===== config.mk =====
export PLATFORM = sky130hd
export DESIGN_NAME = kcmt_ctrl
export DESIGN_NICKNAME = d
export VERILOG_FILES = /design/src/kcmt_pkg.sv /design/src/kcmt_ctrl.sv
export SDC_FILE = /design/constraint.sdc
export NUM_CORES = 1
export LEC_CHECK = 0
export BUFFER_PORTS_ARGS = -buffer_cell sky130_fd_sc_hd__buf_2
export CAP_MARGIN = 20
export CORE_AREA = 2 2 39 41
export CTS_CLUSTER_DIAMETER = 50
export CTS_CLUSTER_SIZE = 28
export DETAILED_ROUTE_END_ITERATION = 10
export DIE_AREA = 0 0 41 43
export GPL_TIMING_DRIVEN = 0
export PLACE_DENSITY_LB_ADDON = 0.3
export SYNTH_ARGS = -nofsm -noshare
export SYNTH_HDL_FRONTEND = slang
export SYNTH_SLANG_ARGS = --single-unit

===== constraint.sdc =====
create_clock -name aclk -period 1.9 [get_ports aclk]
set_input_delay 0.095 -clock aclk [delete_from_list [all_inputs] [get_ports aclk]]
set_output_delay 0.095 -clock aclk [all_outputs]
set_load 0.02 [all_outputs]

===== src/kcmt_pkg.sv =====
// ----------------------------------------------------------------------------
// kcmt_pkg
// Shared constants, codes and types of the key count min/max tracker.
// ----------------------------------------------------------------------------
`timescale 1ns / 1ps
`default_nettype none

package kcmt_pkg;

    localparam int MAX_KEYS   = 64;
    localparam int KEY_BITS   = 16;
    localparam int COUNT_BITS = 32;

    localparam int IDX_W = (MAX_KEYS > 1) ? $clog2(MAX_KEYS) : 1;
    localparam int REC_W = IDX_W;
    localparam int N_W   = $clog2(MAX_KEYS + 1);
    localparam int CR_W  = COUNT_BITS + REC_W;

    localparam int S_TDATA_W = ((KEY_BITS + 7) / 8) * 8;
    localparam int M_DATA_BITS = COUNT_BITS + 2 * KEY_BITS;
    localparam int M_TDATA_W = ((M_DATA_BITS + 7) / 8) * 8;
    localparam int M_TUSER_W = 2;

    localparam logic [IDX_W-1:0] LAST_IDX = IDX_W'(MAX_KEYS - 1);
    localparam logic [COUNT_BITS-1:0] COUNT_MAX = '1;
    localparam logic [COUNT_BITS-1:0] COUNT_ONE = COUNT_BITS'(1);

    localparam logic OP_INC = 1'b0;
    localparam logic OP_DEC = 1'b1;

    typedef enum logic [2:0] {
        ST_IDLE,
        ST_SCAN,
        ST_SCAN_END,
        ST_DECIDE,
        ST_SWEEP,
        ST_SWEEP_END,
        ST_DONE
    } state_t;

    typedef enum logic [1:0] {
        ACT_NONE,
        ACT_INSERT,
        ACT_PROMOTE,
        ACT_REMOVE
    } action_t;

    typedef struct packed {
        logic             accept;
        logic             rd_en;
        logic [IDX_W-1:0] rd_addr;
        logic             decide;
        logic             load_out;
    } cmd_t;

    typedef struct packed {
        logic out_busy;
    } status_t;

endpackage

`default_nettype wire


===== src/kcmt_ctrl.sv =====
// ----------------------------------------------------------------------------
// kcmt_ctrl
// Sequencer: accepts a transaction, runs the lookup sweep and the update
// sweep over the table, then hands the result to the output register.
// ----------------------------------------------------------------------------
`timescale 1ns / 1ps
`default_nettype none

module kcmt_ctrl (
    input  wire logic             aclk,
    input  wire logic             aresetn,
    input  wire logic             s_tvalid,
    output logic                  s_tready,
    input  wire kcmt_pkg::status_t status,
    output kcmt_pkg::cmd_t        cmd
);
    import kcmt_pkg::*;

    state_t           state_reg, state_next;
    logic [IDX_W-1:0] cnt_reg, cnt_next;

    always_ff @(posedge aclk) begin
        if (!aresetn) begin
            state_reg <= ST_IDLE;
            cnt_reg   <= '0;
        end else begin
            state_reg <= state_next;
            cnt_reg   <= cnt_next;
        end
    end

    always_comb begin
        state_next = state_reg;
        cnt_next   = cnt_reg;
        case (state_reg)
            ST_IDLE: begin
                cnt_next = '0;
                if (s_tvalid) begin
                    state_next = ST_SCAN;
                end
            end
            ST_SCAN: begin
                cnt_next = cnt_reg + 1'b1;
                if (cnt_reg == LAST_IDX) begin
                    state_next = ST_SCAN_END;
                end
            end
            ST_SCAN_END: begin
                state_next = ST_DECIDE;
            end
            ST_DECIDE: begin
                cnt_next   = '0;
                state_next = ST_SWEEP;
            end
            ST_SWEEP: begin
                cnt_next = cnt_reg + 1'b1;
                if (cnt_reg == LAST_IDX) begin
                    state_next = ST_SWEEP_END;
                end
            end
            ST_SWEEP_END: begin
                state_next = ST_DONE;
            end
            ST_DONE: begin
                if (!status.out_busy) begin
                    state_next = ST_IDLE;
                end
            end
            default: begin
                state_next = ST_IDLE;
            end
        endcase
    end

    always_comb begin
        cmd          = '0;
        cmd.rd_addr  = cnt_reg;
        s_tready     = 1'b0;
        case (state_reg)
            ST_IDLE: begin
                s_tready   = 1'b1;
                cmd.accept = s_tvalid;
            end
            ST_SCAN: begin
                cmd.rd_en = 1'b1;
            end
            ST_DECIDE: begin
                cmd.decide = 1'b1;
            end
            ST_SWEEP: begin
                cmd.rd_en = 1'b1;
            end
            ST_DONE: begin
                cmd.load_out = !status.out_busy;
            end
            default: begin
                cmd = '0;
            end
        endcase
    end

    assert property (@(posedge aclk) disable iff (!aresetn)
        cmd.accept |=> (state_reg == ST_SCAN) && (cnt_reg == '0))
        else $error("accepted transaction did not start the lookup sweep");

    assert property (@(posedge aclk) disable iff (!aresetn)
        cmd.decide |-> $past(state_reg) == ST_SCAN_END)
        else $error("decision taken before the lookup sweep finished");

    assert property (@(posedge aclk) disable iff (!aresetn)
        cmd.load_out |-> !status.out_busy)
        else $error("result loaded over an unsent result");

endmodule

`default_nettype wire


==> summary.txt <==
Final layout
  • Post-Layout Cell Count: 106
  • Fillers: approximately 150
  • Final instance area: about 670 um^2
  • Max FFs per register: 6
  • Ant diodes: 0
  • # nets final: 96
  • P&R area growth vs syn: 21.0%
  • Layout cell share with drive strength beyond 1: roughly 22%

Pwr
  • Flop pwr share: roughly 48%
  • IR Drop Worst-Case VDD: roughly 0.26 mV
  • Switching share of power: between 20% and 30%
  • Internal power: 0.000298 W
  • Power Density: slightly above 600 mW/mm^2
  • Clock network power share: 37.8%
  • Combinational group share of total power: a little over an eighth
  • NetSw: around 0.00011 W
  • Leak pwr: between 0.2 and 0.3 nW

Drt
  • Uppermost layer routed: met4
  • Total Routed Length: 1220 um
  • Met2 Wirelength: between 500 and 600 um
  • Post-Route M1 WL: a little under 600 um
  • # DRC: 0
  • Avg Vias per Cell: 5.25
  • Via count: between 500 and 600
  • First DRT Iteration DRCs: 10
  • Wirelength per Cell: about 12 um
  • TritonRoute pass-1 iters: 4
  • Final ANT Viol Nets: 0
  • Met3 wire len: ~78 um

Timing
  • Relative slew slack: 63.3%
  • Fin crit share: between 90% and 100%
  • Worst slew pin tran: ~550 ps
  • Fin crit period: between 1500 and 2000 ps
  • FMAX: between 500 and 600 MHz
  • Skew final: ~1.7 ps
  • Setup TNS: 0 ps
  • Final Hold Viols: 0
  • Fin Hold WS: just over 100 ps
  • RSZ-0062 raised after global routing: false
  • Setup violators final: 0
  • Slew Viols, Final: 0

Synthesis
  • Gate Count Post-Synth: between 70 and 80
  • Avg Inst Size Synth: 7.68 um^2
  • Synth warnings: 0
  • Post-synth top flop: dfxtp_1
  • Sequential area share after synthesis: approximately a third
  • Synth area leaders: dfxtp_1, a21oi_1, and2_1
  • Post-synth EDFFs: 0
  • Yosys cell types: 26
  • Commonest cells in the netlist: a21oi_1, dfxtp_1, and2_1
  • Area leader, netlist: dfxtp_1
  • Asr flop ratio synth: 0%
  • Synth top area share: 32.6%
  • Syn_nets: 77
  • Synth Register Bits: 9
  • Mapped Area: about 550 um^2

Clocking
  • CTS H-Tree Depth: 1
  • Num CTS Buffers: 3
  • Resize count post-CTS: 0
  • CTS Root Cell: clkbuf_4
  • CTS tree: done
  • Setup Buffers After CTS: 0
  • CTS Hold Bufs: 0
  • Clock sink count: 9
  • Clock latency on the worst-skew pair: approximately 260 ps
  • Clk buf depth: 2
  • Worst-path clk slew: around 70 ps

Floorplan
  • Initial core utilization: roughly 40%
  • Die width: between 40 and 50 um
  • I/O pin count: 15
  • Core area: 0.00138 mm^2
  • DIE AREA: around 0.0018 mm^2
  • DIE HEIGHT: about 43 um
  • Row cnt: 14

Global route
  • Grt ovf: 0
  • Initial antenna violation count: 0
  • Vias in the first global route: a little over 500
  • Largest net degree at the start of global routing: 11
  • First-pass GRT wire length: between 2000 and 2500 um
  • Total track usage: 17.7%

Placed design
  • Port Buffer Count: 14
  • Placed insts: about 100
  • Dpl cell area: ~640 um^2
  • Hpwl dp: approximately 900 um
  • GP Congestion: between 0.7 and 0.8

Critical path
  • Critical Path RT: 1800 ps
  • Crit. Startpoint: state_reg[1]
  • Critical Path Start Type: flip-flop
  • CP Capture Type: output pin
  • Type of the worst setup path: reg2out
  • CP max FO: 10
  • CP arrival: roughly 1700 ps
  • Reg2reg start: state_reg[0]

Job
  • Maximum Capacitance Violations: 0

Worst hold path
  • HP Start: aresetn
  • HP Class: in2reg

Run status
  • Status: finished, final reports clean
[per-stage QoR]
stage	power, W	setup WS (ps)	utilization, %
after floorplan	0.000242	445	-
after global placement	0.000259	467	46.5
after detailed placement	0.000260	429	46.5
after CTS	0.000411	137	48.4
after global routing	0.000436	9.05	48.4
final	0.000411	147	48.4
[layer usage]
layer	track usage (%)	vias to the layer above
met4	8.00	0
li1	-	293
met5	0	-
met3	4.71	2
met2	26.3	18
met1	22.9	244
[logic make-up (layout without fill, tap and decap cells)]
family                   after synthesis  after routing  synth area share, %
AND/OR/NAND/NOR                       34             34                 35.1
AO/OA/AOI/OAI                         19             19                 20.6
flip-flops                             9              9                 32.6
buffers and inverters                  7             25                 5.20
adder cells (fa/ha/maj)                1              1                 2.26
XOR/XNOR                               1              1                 1.58
multiplexers                           1              1                 2.71
[layout by cell type (no fill, tap or decap)]
master,n
buf_2,16
a21oi_1,9
dfxtp_1,9
and2_1,7
nor2_1,4
nor3_1,4
nand2b_1,4
inv_1,4
o21ai_0,4
nand2_1,3
nand3_1,3
or3_1,3
clkbuf_4,3
clkbuf_1,2
nor2b_1,2
o31ai_1,2
nor3b_1,1
and4_1,1
nor4b_1,1
a211oi_1,1
o31a_1,1
mux2_4,1
a311oi_1,1
or4_1,1
xor2_1,1
a32oi_1,1
ha_1,1
[worst paths after layout]
| check | to | depth (start not counted) | slack (ps) |
|---|---|---|---|
| setup / recovery | cmd[5] | 5 | 150 |
| hold / removal | state_reg[0] | 2 | 100 |
| setup reg to reg | cnt_reg[5] | 3 | 450 |
| hold reg to reg | cnt_reg[5] | 2 | 500 |
[critical path, stage by stage, from the launching register on]
cell and delay [ps]:
dfxtp_1 360, clkbuf_1 340, nor3b_1 230, a21oi_1 120
and2_1 190, buf_2 150
[power by group through the flow]
stage          Clock, W  Combinational, W  Sequential (W)
3_3_place_gp          0         0.0000558        0.000203
2_1_floorplan         0         0.0000403        0.000202
5_1_grt        0.000172         0.0000644        0.000200
4_1_cts        0.000155         0.0000568        0.000199
3_5_place_dp          0         0.0000565        0.000203
6_report       0.000156         0.0000564        0.000199
[area by class of cell]
cell class | count | area, um^2 | share of cell area, %
plain buffers | 3 | 13.8 | 2.06
clock buffers | 4 | 26.3 | 3.93
inverters | 4 | 15.0 | 2.24
multi-input cells | 56 | 344 | 51.4
flip-flops and latches | 9 | 180 | 26.9
well taps | 16 | 20.0 | 2.99
repair buffers | 14 | 70.1 | 10.5
No activity file was read; power rests on OpenSTA's default activity.
