--- src/kcmt_pkg.sv ---
// ----------------------------------------------------------------------------
// kcmt_pkg
// Shared constants, codes and types of the key count min/max tracker.
// ----------------------------------------------------------------------------
`timescale 1ns / 1ps
`default_nettype none

package kcmt_pkg;

    localparam int MAX_KEYS   = 64;
    localparam int KEY_BITS   = 16;
    localparam int COUNT_BITS = 32;

    localparam int IDX_W = (MAX_KEYS > 1) ? $clog2(MAX_KEYS) : 1;
    localparam int REC_W = IDX_W;
    localparam int N_W   = $clog2(MAX_KEYS + 1);
    localparam int CR_W  = COUNT_BITS + REC_W;

    localparam int S_TDATA_W = ((KEY_BITS + 7) / 8) * 8;
    localparam int M_DATA_BITS = COUNT_BITS + 2 * KEY_BITS;
    localparam int M_TDATA_W = ((M_DATA_BITS + 7) / 8) * 8;
    localparam int M_TUSER_W = 2;

    localparam logic [IDX_W-1:0] LAST_IDX = IDX_W'(MAX_KEYS - 1);
    localparam logic [COUNT_BITS-1:0] COUNT_MAX = '1;
    localparam logic [COUNT_BITS-1:0] COUNT_ONE = COUNT_BITS'(1);

    localparam logic OP_INC = 1'b0;
    localparam logic OP_DEC = 1'b1;

    typedef enum logic [2:0] {
        ST_IDLE,
        ST_SCAN,
        ST_SCAN_END,
        ST_DECIDE,
        ST_SWEEP,
        ST_SWEEP_END,
        ST_DONE
    } state_t;

    typedef enum logic [1:0] {
        ACT_NONE,
        ACT_INSERT,
        ACT_PROMOTE,
        ACT_REMOVE
    } action_t;

    typedef struct packed {
        logic             accept;
        logic             rd_en;
        logic [IDX_W-1:0] rd_addr;
        logic             decide;
        logic             load_out;
    } cmd_t;

    typedef struct packed {
        logic out_busy;
    } status_t;

endpackage

`default_nettype wire

--- src/kcmt_datapath.sv ---
// ----------------------------------------------------------------------------
// kcmt_datapath
// Key table storage, lookup, update and min/max search, and the output
// register of the result channel.
// ----------------------------------------------------------------------------
`timescale 1ns / 1ps
`default_nettype none

module kcmt_datapath (
    input  wire logic                            aclk,
    input  wire logic                            aresetn,
    input  wire kcmt_pkg::cmd_t                  cmd,
    output kcmt_pkg::status_t                    status,
    input  wire logic [kcmt_pkg::S_TDATA_W-1:0]  s_tdata,
    input  wire logic                            s_tuser,
    output logic                                 m_tvalid,
    input  wire logic                            m_tready,
    output logic [kcmt_pkg::M_TDATA_W-1:0]       m_tdata,
    output logic [kcmt_pkg::M_TUSER_W-1:0]       m_tuser
);
    import kcmt_pkg::*;

    logic [KEY_BITS-1:0] key_mem [MAX_KEYS];
    logic [CR_W-1:0]     cr_mem  [MAX_KEYS];

    logic [KEY_BITS-1:0]   rd_key_reg;
    logic [CR_W-1:0]       rd_cr_reg;
    logic                  pipe_vld_reg;
    logic [IDX_W-1:0]      pipe_idx_reg;
    logic                  sweep_reg;

    logic                  op_reg;
    logic [KEY_BITS-1:0]   key_reg;
    logic [MAX_KEYS-1:0]   valid_reg;

    logic                  hit_found_reg;
    logic [IDX_W-1:0]      hit_idx_reg;
    logic [COUNT_BITS-1:0] hit_count_reg;
    logic [REC_W-1:0]      hit_rec_reg;
    logic                  free_found_reg;
    logic [IDX_W-1:0]      free_idx_reg;
    logic [N_W-1:0]        n_reg;

    action_t               act_reg, act_next;
    logic [IDX_W-1:0]      tgt_reg, tgt_next;
    logic [COUNT_BITS-1:0] tgt_count_reg, tgt_count_next;
    logic [REC_W-1:0]      tgt_rec_reg, tgt_rec_next;
    logic [COUNT_BITS-1:0] res_count_reg, res_count_next;
    logic                  res_drop_reg, res_drop_next;

    logic                  best_found_reg;
    logic [KEY_BITS-1:0]   max_key_reg, min_key_reg;
    logic [COUNT_BITS-1:0] max_cnt_reg, min_cnt_reg;
    logic [REC_W-1:0]      max_rec_reg, min_rec_reg;

    logic                  m_tvalid_reg;
    logic [M_TDATA_W-1:0]  m_tdata_reg;
    logic [M_TUSER_W-1:0]  m_tuser_reg;

    logic [COUNT_BITS-1:0] rd_count;
    logic [REC_W-1:0]      rd_rec;
    logic                  rd_valid;
    logic [COUNT_BITS-1:0] ent_count;
    logic [REC_W-1:0]      ent_rec;
    logic                  shift;
    logic [N_W-1:0]        n_less_one;

    assign rd_count   = rd_cr_reg[CR_W-1:REC_W];
    assign rd_rec     = rd_cr_reg[REC_W-1:0];
    assign rd_valid   = valid_reg[pipe_idx_reg];
    assign shift      = (act_reg == ACT_PROMOTE) || (act_reg == ACT_REMOVE);
    assign n_less_one = n_reg - 1'b1;

    // Decision on the scanned entry.
    always_comb begin
        act_next       = ACT_NONE;
        res_drop_next  = 1'b0;
        tgt_next       = hit_idx_reg;
        tgt_count_next = hit_count_reg;
        tgt_rec_next   = n_less_one[REC_W-1:0];
        res_count_next = '0;
        if (op_reg == OP_INC) begin
            if (hit_found_reg) begin
                res_count_next = hit_count_reg;
                if (hit_count_reg != COUNT_MAX) begin
                    act_next       = ACT_PROMOTE;
                    tgt_count_next = hit_count_reg + 1'b1;
                    res_count_next = tgt_count_next;
                end
            end else if (free_found_reg) begin
                act_next       = ACT_INSERT;
                tgt_next       = free_idx_reg;
                tgt_count_next = COUNT_ONE;
                tgt_rec_next   = n_reg[REC_W-1:0];
                res_count_next = COUNT_ONE;
            end else begin
                res_drop_next = 1'b1;
            end
        end else if (hit_found_reg) begin
            if (hit_count_reg <= COUNT_ONE) begin
                act_next = ACT_REMOVE;
            end else begin
                act_next       = ACT_PROMOTE;
                tgt_count_next = hit_count_reg - 1'b1;
                res_count_next = tgt_count_next;
            end
        end
    end

    // New count and rank of the entry coming out of the table in a sweep.
    always_comb begin
        ent_count = rd_count;
        ent_rec   = rd_rec;
        if ((pipe_idx_reg == tgt_reg) &&
            ((act_reg == ACT_INSERT) || (act_reg == ACT_PROMOTE))) begin
            ent_count = tgt_count_reg;
            ent_rec   = tgt_rec_reg;
        end else if (shift && (rd_rec > hit_rec_reg)) begin
            ent_rec = rd_rec - 1'b1;
        end
    end

    always_ff @(posedge aclk) begin
        if (cmd.rd_en) begin
            rd_key_reg <= key_mem[cmd.rd_addr];
            rd_cr_reg  <= cr_mem[cmd.rd_addr];
        end
        if (cmd.decide && (act_next == ACT_INSERT)) begin
            key_mem[tgt_next] <= key_reg;
        end
        if (pipe_vld_reg && sweep_reg) begin
            cr_mem[pipe_idx_reg] <= {ent_count, ent_rec};
        end
    end

    always_ff @(posedge aclk) begin
        if (!aresetn) begin
            pipe_vld_reg <= 1'b0;
            sweep_reg    <= 1'b0;
            valid_reg    <= '0;
            m_tvalid_reg <= 1'b0;
        end else begin
            pipe_vld_reg <= cmd.rd_en;
            if (cmd.accept) begin
                sweep_reg <= 1'b0;
            end else if (cmd.decide) begin
                sweep_reg <= 1'b1;
            end
            if (cmd.decide && (act_next == ACT_INSERT)) begin
                valid_reg[tgt_next] <= 1'b1;
            end else if (cmd.decide && (act_next == ACT_REMOVE)) begin
                valid_reg[tgt_next] <= 1'b0;
            end
            if (cmd.load_out) begin
                m_tvalid_reg <= 1'b1;
            end else if (m_tready) begin
                m_tvalid_reg <= 1'b0;
            end
        end
    end

    always_ff @(posedge aclk) begin
        pipe_idx_reg <= cmd.rd_addr;
        if (cmd.accept) begin
            op_reg         <= s_tuser;
            key_reg        <= s_tdata[KEY_BITS-1:0];
            hit_found_reg  <= 1'b0;
            free_found_reg <= 1'b0;
            n_reg          <= '0;
        end else if (pipe_vld_reg && !sweep_reg) begin
            if (rd_valid) begin
                n_reg <= n_reg + 1'b1;
                if (!hit_found_reg && (rd_key_reg == key_reg)) begin
                    hit_found_reg <= 1'b1;
                    hit_idx_reg   <= pipe_idx_reg;
                    hit_count_reg <= rd_count;
                    hit_rec_reg   <= rd_rec;
                end
            end else if (!free_found_reg) begin
                free_found_reg <= 1'b1;
                free_idx_reg   <= pipe_idx_reg;
            end
        end
        if (cmd.decide) begin
            act_reg        <= act_next;
            tgt_reg        <= tgt_next;
            tgt_count_reg  <= tgt_count_next;
            tgt_rec_reg    <= tgt_rec_next;
            res_count_reg  <= res_count_next;
            res_drop_reg   <= res_drop_next;
            best_found_reg <= 1'b0;
        end else if (pipe_vld_reg && sweep_reg && rd_valid) begin
            best_found_reg <= 1'b1;
            if (!best_found_reg || (ent_count > max_cnt_reg) ||
                ((ent_count == max_cnt_reg) && (ent_rec > max_rec_reg))) begin
                max_key_reg <= rd_key_reg;
                max_cnt_reg <= ent_count;
                max_rec_reg <= ent_rec;
            end
            if (!best_found_reg || (ent_count < min_cnt_reg) ||
                ((ent_count == min_cnt_reg) && (ent_rec > min_rec_reg))) begin
                min_key_reg <= rd_key_reg;
                min_cnt_reg <= ent_count;
                min_rec_reg <= ent_rec;
            end
        end
        if (cmd.load_out) begin
            m_tdata_reg <= M_TDATA_W'({
                best_found_reg ? min_key_reg : {KEY_BITS{1'b0}},
                best_found_reg ? max_key_reg : {KEY_BITS{1'b0}},
                res_count_reg});
            m_tuser_reg <= {res_drop_reg, !best_found_reg};
        end
    end

    assign status.out_busy = m_tvalid_reg && !m_tready;
    assign m_tvalid        = m_tvalid_reg;
    assign m_tdata         = m_tdata_reg;
    assign m_tuser         = m_tuser_reg;

    assert property (@(posedge aclk) disable iff (!aresetn)
        cmd.decide && (act_next == ACT_INSERT) |=> valid_reg[tgt_reg])
        else $error("inserted key did not take its slot");

    assert property (@(posedge aclk) disable iff (!aresetn)
        cmd.load_out |=> (m_tuser_reg[0] == (valid_reg == '0)))
        else $error("empty flag disagrees with the table");

    assert property (@(posedge aclk) disable iff (!aresetn)
        m_tvalid_reg && m_tuser_reg[1] |-> m_tdata_reg[COUNT_BITS-1:0] == '0)
        else $error("dropped transaction reports a nonzero count");

    assert property (@(posedge aclk) disable iff (!aresetn)
        m_tvalid_reg && m_tuser_reg[0] |->
            m_tdata_reg[M_DATA_BITS-1:COUNT_BITS] == '0)
        else $error("empty table reports a max or min key");

endmodule

`default_nettype wire

--- config.mk ---
export PLATFORM = sky130hd
export DESIGN_NAME = kcmt_datapath
export DESIGN_NICKNAME = d
export VERILOG_FILES = /design/src/kcmt_pkg.sv /design/src/kcmt_datapath.sv
export SDC_FILE = /design/constraint.sdc
export NUM_CORES = 2
export LEC_CHECK = 0
export ABC_AREA = 1
export BUFFER_PORTS_ARGS = -buffer_cell sky130_fd_sc_hd__buf_2
export CAP_MARGIN = 5
export CORE_ASPECT_RATIO = 0.8
export CORE_UTILIZATION = 45
export DETAILED_ROUTE_END_ITERATION = 16
export HOLD_SLACK_MARGIN = 0.05
export PLACE_DENSITY = 0.6
export SETUP_SLACK_MARGIN = 0.5
export SLEW_MARGIN = 20
export SYNTH_ARGS = -nofsm -noshare
export SYNTH_HDL_FRONTEND = slang
export SYNTH_SLANG_ARGS = --single-unit
--- constraint.sdc ---
create_clock -name aclk -period 21 [get_ports aclk]
set_input_delay 3.15 -clock aclk [delete_from_list [all_inputs] [get_ports aclk]]
set_output_delay 3.15 -clock aclk [all_outputs]
set_load 0.03 [all_outputs]
==> reports/results.txt <==
Clock-pin slew on the worst setup and hold paths: 0.06 ns. The tools report the termination of the worst setup path as rd_cr_reg[12]$_DFFE_PP_. The kind of launch point of the worst setup path is an input pin. Counting along the longest clock path gives a buffer depth of 4.

The flow ran to the end, and the final reports show no timing, DRC or antenna violations. The commonest cells after synthesis are sky130_fd_sc_hd__edfxtp_1, sky130_fd_sc_hd__nor2_1, sky130_fd_sc_hd__o21ai_0, sky130_fd_sc_hd__nand2_1, sky130_fd_sc_hd__nand3_1. After detailed routing, the average wire length per cell comes to 27.58 µm. Number of nets in the synthesized netlist: 12840. In this run the tightest slew margin relative to its limit is 19.66%. The first detailed-routing pass took 7 iterations. The number of filler instances in the final layout was 29150; the biggest cell delay along the critical path was 0.91 ns. Buffers placed on the I/O ports in this run total 97. The fraction of power consumed by the clock network is 40.9%, and the share of synthesized flip-flops with an asynchronous set or reset is 0%. The first global-routing pass estimated 696300 µm of wire. The hold path startpoint is res_count_reg[7]$_DFFE_PP_.

Static timing analysis puts the maximum clock frequency at 124.9 MHz. Setup repair after global routing left no endpoint under its margin. Worst-path cell with the longest stage delay: sky130_fd_sc_hd__buf_4. The die is 531.3 µm tall. The worst-case reg-to-reg path depth was 21; the via count of the first global-routing pass was 100400. Grouping stages by cell kind, the critical path spends the most delay in buffers and inverters. Setup total negative slack on the finished layout was measured at 0 ns. In this run the critical register-to-register path is captured at min_key_reg[8]$_DFFE_PP_. The sort of element at the end of the critical path is a register.

Compared with the post-synthesis result, the final layout area differs by 11.67%. The CTS H-tree depth was 5; the initial antenna violation count was 31. The number of buffers and inverters on the critical path is 5. Yosys mapped the design onto 48 distinct sky130hd cell types. Registers are responsible for 52.4% of the overall power. Entering global routing, the biggest net connects 223 pins.

Global routing used 26.65% of the available tracks. The run gives 17570 as the final standard cell count with taps included and fillers excluded. After synthesis the netlist holds a flip-flop and latch count of 3912. The total length of routed wires was 484500 µm.

In the synthesized netlist the dominant register cell turns out to be sky130_fd_sc_hd__edfxtp_1. After global routing the overflow that remains totals 0. The most frequent cell after synthesis was sky130_fd_sc_hd__edfxtp_1.

The horizontal extent of the die is 663.7 µm, and the later-pin clock latency in the skew report is 0.94 ns. The critical path runs through a total of 12 cells. Of the total power, the share spent switching nets is 23.10%. The detail route stage leaves a number of antenna-violating nets equal to 0. The cell accounting for the most synthesized area was sky130_fd_sc_hd__edfxtp_1.

The largest fanout on the critical path came out at 167. Count of flip-flops with a built-in enable after synthesis: 3830. After synthesis, the cell types taking the most area are sky130_fd_sc_hd__edfxtp_1, sky130_fd_sc_hd__o21ai_0, sky130_fd_sc_hd__nor2_1. The logs give 116700 µm² for the register area and 37060 µm² for the area taken by multi-input logic gates. Summed over all cells, the static leakage comes to 58.11 nW. The average cell area after synthesis works out to 12.39 µm². The net switching power of the design is 0.003852 W, and the count of warnings emitted by yosys is 0.

The tools report the number of placement rows as 193. Buffer cell driving the clock tree root: sky130_fd_sc_hd__clkbuf_16. Once the floorplan was initialized, standard cells occupied 45.42% of the core. Power density over cell area: 94.75 nW/µm².

Share of the cycle needed by the critical path after routing: 38.14%. TritonCTS built the clock tree. The endpoint required time on the critical path was 21.77 ns.

The internal power of the cells totals 0.01283 W. For the worst path arrival time, the log shows 8.78 ns. Using the TritonRoute via totals, the vias-per-cell ratio works out to 6.053. The min-delay analysis places its worst path in the category register to register.

The classification of the worst setup path was input pin to register. Summing the sequential cell areas from Yosys gives 74.01% of the chip area. The logs give 0 for the number of pins with negative max-slew slack in the final report and 0 for the total setup buffers inserted after CTS. The final hold violation count is 0. The placed wire-length estimate after detailed placement was 263500 µm; the die area was 352600 µm². Routability-driven placement finished with a final weighted congestion of 0.8763.

The tools report the instance count of the mapped netlist as 12720. The clock drives 3912 sinks. The number of DRC markers after the initial detailed-route iteration is 14100. After detailed routing, the number of remaining DRC violations is 0.

After clock tree synthesis, the flow added hold-fix buffers numbering 0. The fraction of final layout cells with drive strength greater than 1 is 8.677%. The worst path in the final design needs a cycle of 8.009 ns, including I/O delays and setup. Walking the worst path, the cells encountered are buf_8 -> inv_8 -> buf_4 -> buf_4 -> buf_4 -> o21ai_0 -> o22ai_1 -> nand2_1 -> nand3_1 -> nand3_1 -> nand3_1 -> and2_1.

The flip-flop count of the largest register after layout is 2432. In this run, post-CTS repair resized a total of 0 instances. After detailed placement, the design holds a cell count of 16830.

At the pin with the least slew margin, the transition time is 1.205 ns. Max-cap violations in this run came to 0. Maximum resistive drop on vdd: 0.07135 mV.

Across all layers, the routed design uses 106300 vias. At the end of the flow, the number of nets in the layout was 12760. Number of failing setup endpoints in the final timing report: 0.

In this run the register-to-register setup slack is 14.05 ns. The first element of the critical path is cmd[2]. The relative contribution of combinational cells to total power was 6.6%; the post-route clock skew was 0.09756 ns.

After floorplanning, the core was sized to cover 347000 µm². Of the post-synthesis cell area, the dominant cell type holds 72.97%. The worst register-to-register path begins at pipe_idx_reg[0]$_DFF_P_. The count of pins on the block boundary is 98, and the cell area after technology mapping is 157600 µm².

Counting the buffers created by CTS gives 387.
metal layers:
layer / track usage [%] / share of wire [%] / vias up
met5: 0 / 0.017 / -
met4: 10.29 / 4.0 / 12
met3: 5.115 / 10 / 874
met2: 41.22 / 45 / 5688
met1: 37.42 / 40 / 53450
li1: - / - / 46320
cells in the final DEF (no fill, tap or decap), types with 5 or more instances in the layout:
cell	netlist	routed
sky130_fd_sc_hd__ha_1	91	91
sky130_fd_sc_hd__clkinvlp_4	0	9
sky130_fd_sc_hd__nand4_1	94	94
sky130_fd_sc_hd__nand2_2	7	40
sky130_fd_sc_hd__nor2_4	2	68
sky130_fd_sc_hd__nor2_1	1999	1933
sky130_fd_sc_hd__buf_4	10	289
sky130_fd_sc_hd__a21oi_4	1	6
sky130_fd_sc_hd__clkinv_2	0	63
sky130_fd_sc_hd__bufinv_16	0	34
sky130_fd_sc_hd__inv_1	315	314
sky130_fd_sc_hd__inv_6	0	7
sky130_fd_sc_hd__diode_2	0	46
sky130_fd_sc_hd__xor2_1	41	41
sky130_fd_sc_hd__clkbuf_16	0	397
sky130_fd_sc_hd__or2_2	5	5
sky130_fd_sc_hd__a21oi_1	127	122
sky130_fd_sc_hd__edfxtp_1	3830	3830
sky130_fd_sc_hd__nand3_1	936	936
sky130_fd_sc_hd__buf_2	153	90
sky130_fd_sc_hd__o22ai_1	866	866
sky130_fd_sc_hd__clkbuf_8	0	6
sky130_fd_sc_hd__clkinv_1	0	79
sky130_fd_sc_hd__clkbuf_1	623	89
sky130_fd_sc_hd__and2_1	46	46
sky130_fd_sc_hd__inv_2	15	11
sky130_fd_sc_hd__o211ai_1	25	25
sky130_fd_sc_hd__nor3_1	71	31
sky130_fd_sc_hd__dfxtp_1	82	82
sky130_fd_sc_hd__nor3_2	12	50
sky130_fd_sc_hd__nor2_2	5	5
sky130_fd_sc_hd__o21ai_0	1785	1784
sky130_fd_sc_hd__nand2_1	1450	1416
sky130_fd_sc_hd__o21ai_1	7	7
sky130_fd_sc_hd__buf_12	0	9
worst min path at each step:
| stage | depth (start not counted) | end | slack [ns] |
|---|---|---|---|
| floorplan | 0 | m_tdata[0]$_DFFE_PP_ | 0.40 |
| global placement | 0 | m_tdata[10]$_DFFE_PP_ | 0.40 |
| detailed placement | 0 | m_tdata[19]$_DFFE_PP_ | 0.41 |
| CTS | 0 | m_tdata[7]$_DFFE_PP_ | 0.38 |
| global route | 0 | m_tdata[7]$_DFFE_PP_ | 0.38 |
| finish | 0 | m_tdata[7]$_DFFE_PP_ | 0.37 |
layout make-up:
type                    count  share of cell area, %
repair buffers            395                  1.653
multi-input cells        7611                  21.05
well taps                4582                  3.257
flip-flops and latches   3912                  66.27
inverters                 331                 0.7258
clock inverters           201                  1.090
diodes                     46                0.06540
clock buffers             492                  5.881
metrics by stage:
stage          hold WS (ns)  setup slack [ns]  cell area, µm²  total power, W  util (%)
2_1_floorplan        0.4003             12.94          157600        0.009495         -
3_3_place_gp         0.4043             12.24          163600        0.009969     47.14
3_5_place_dp         0.4061             12.14          163600        0.009993     47.14
4_1_cts              0.3775             13.13          175900         0.01672     50.68
5_1_grt              0.3816             12.63          176000         0.01708     50.71
6_report             0.3721             12.99          176000         0.01668     50.72
power groups by stage:
stage	logic, W	registers, W	clock network [W]
6_report	0.00110	0.00875	0.00683
3_5_place_dp	0.00108	0.00891	0
2_1_floorplan	0.000573	0.00892	0
3_3_place_gp	0.00106	0.00891	0
5_1_grt	0.00117	0.00874	0.00717
4_1_cts	0.00108	0.00874	0.00689
cells by family after synthesis:
| family | after synthesis | share of synthesized area [%] |
|---|---|---|
| fa+ha+maj | 91 | 0.7224 |
| buf+inv | 1194 | 3.048 |
| xor+xnor | 45 | 0.2501 |
| simple gates | 4646 | 12.22 |
| compound gates | 2829 | 9.749 |
| flops | 3912 | 74.01 |
No activity file was read; power rests on OpenSTA's default activity.
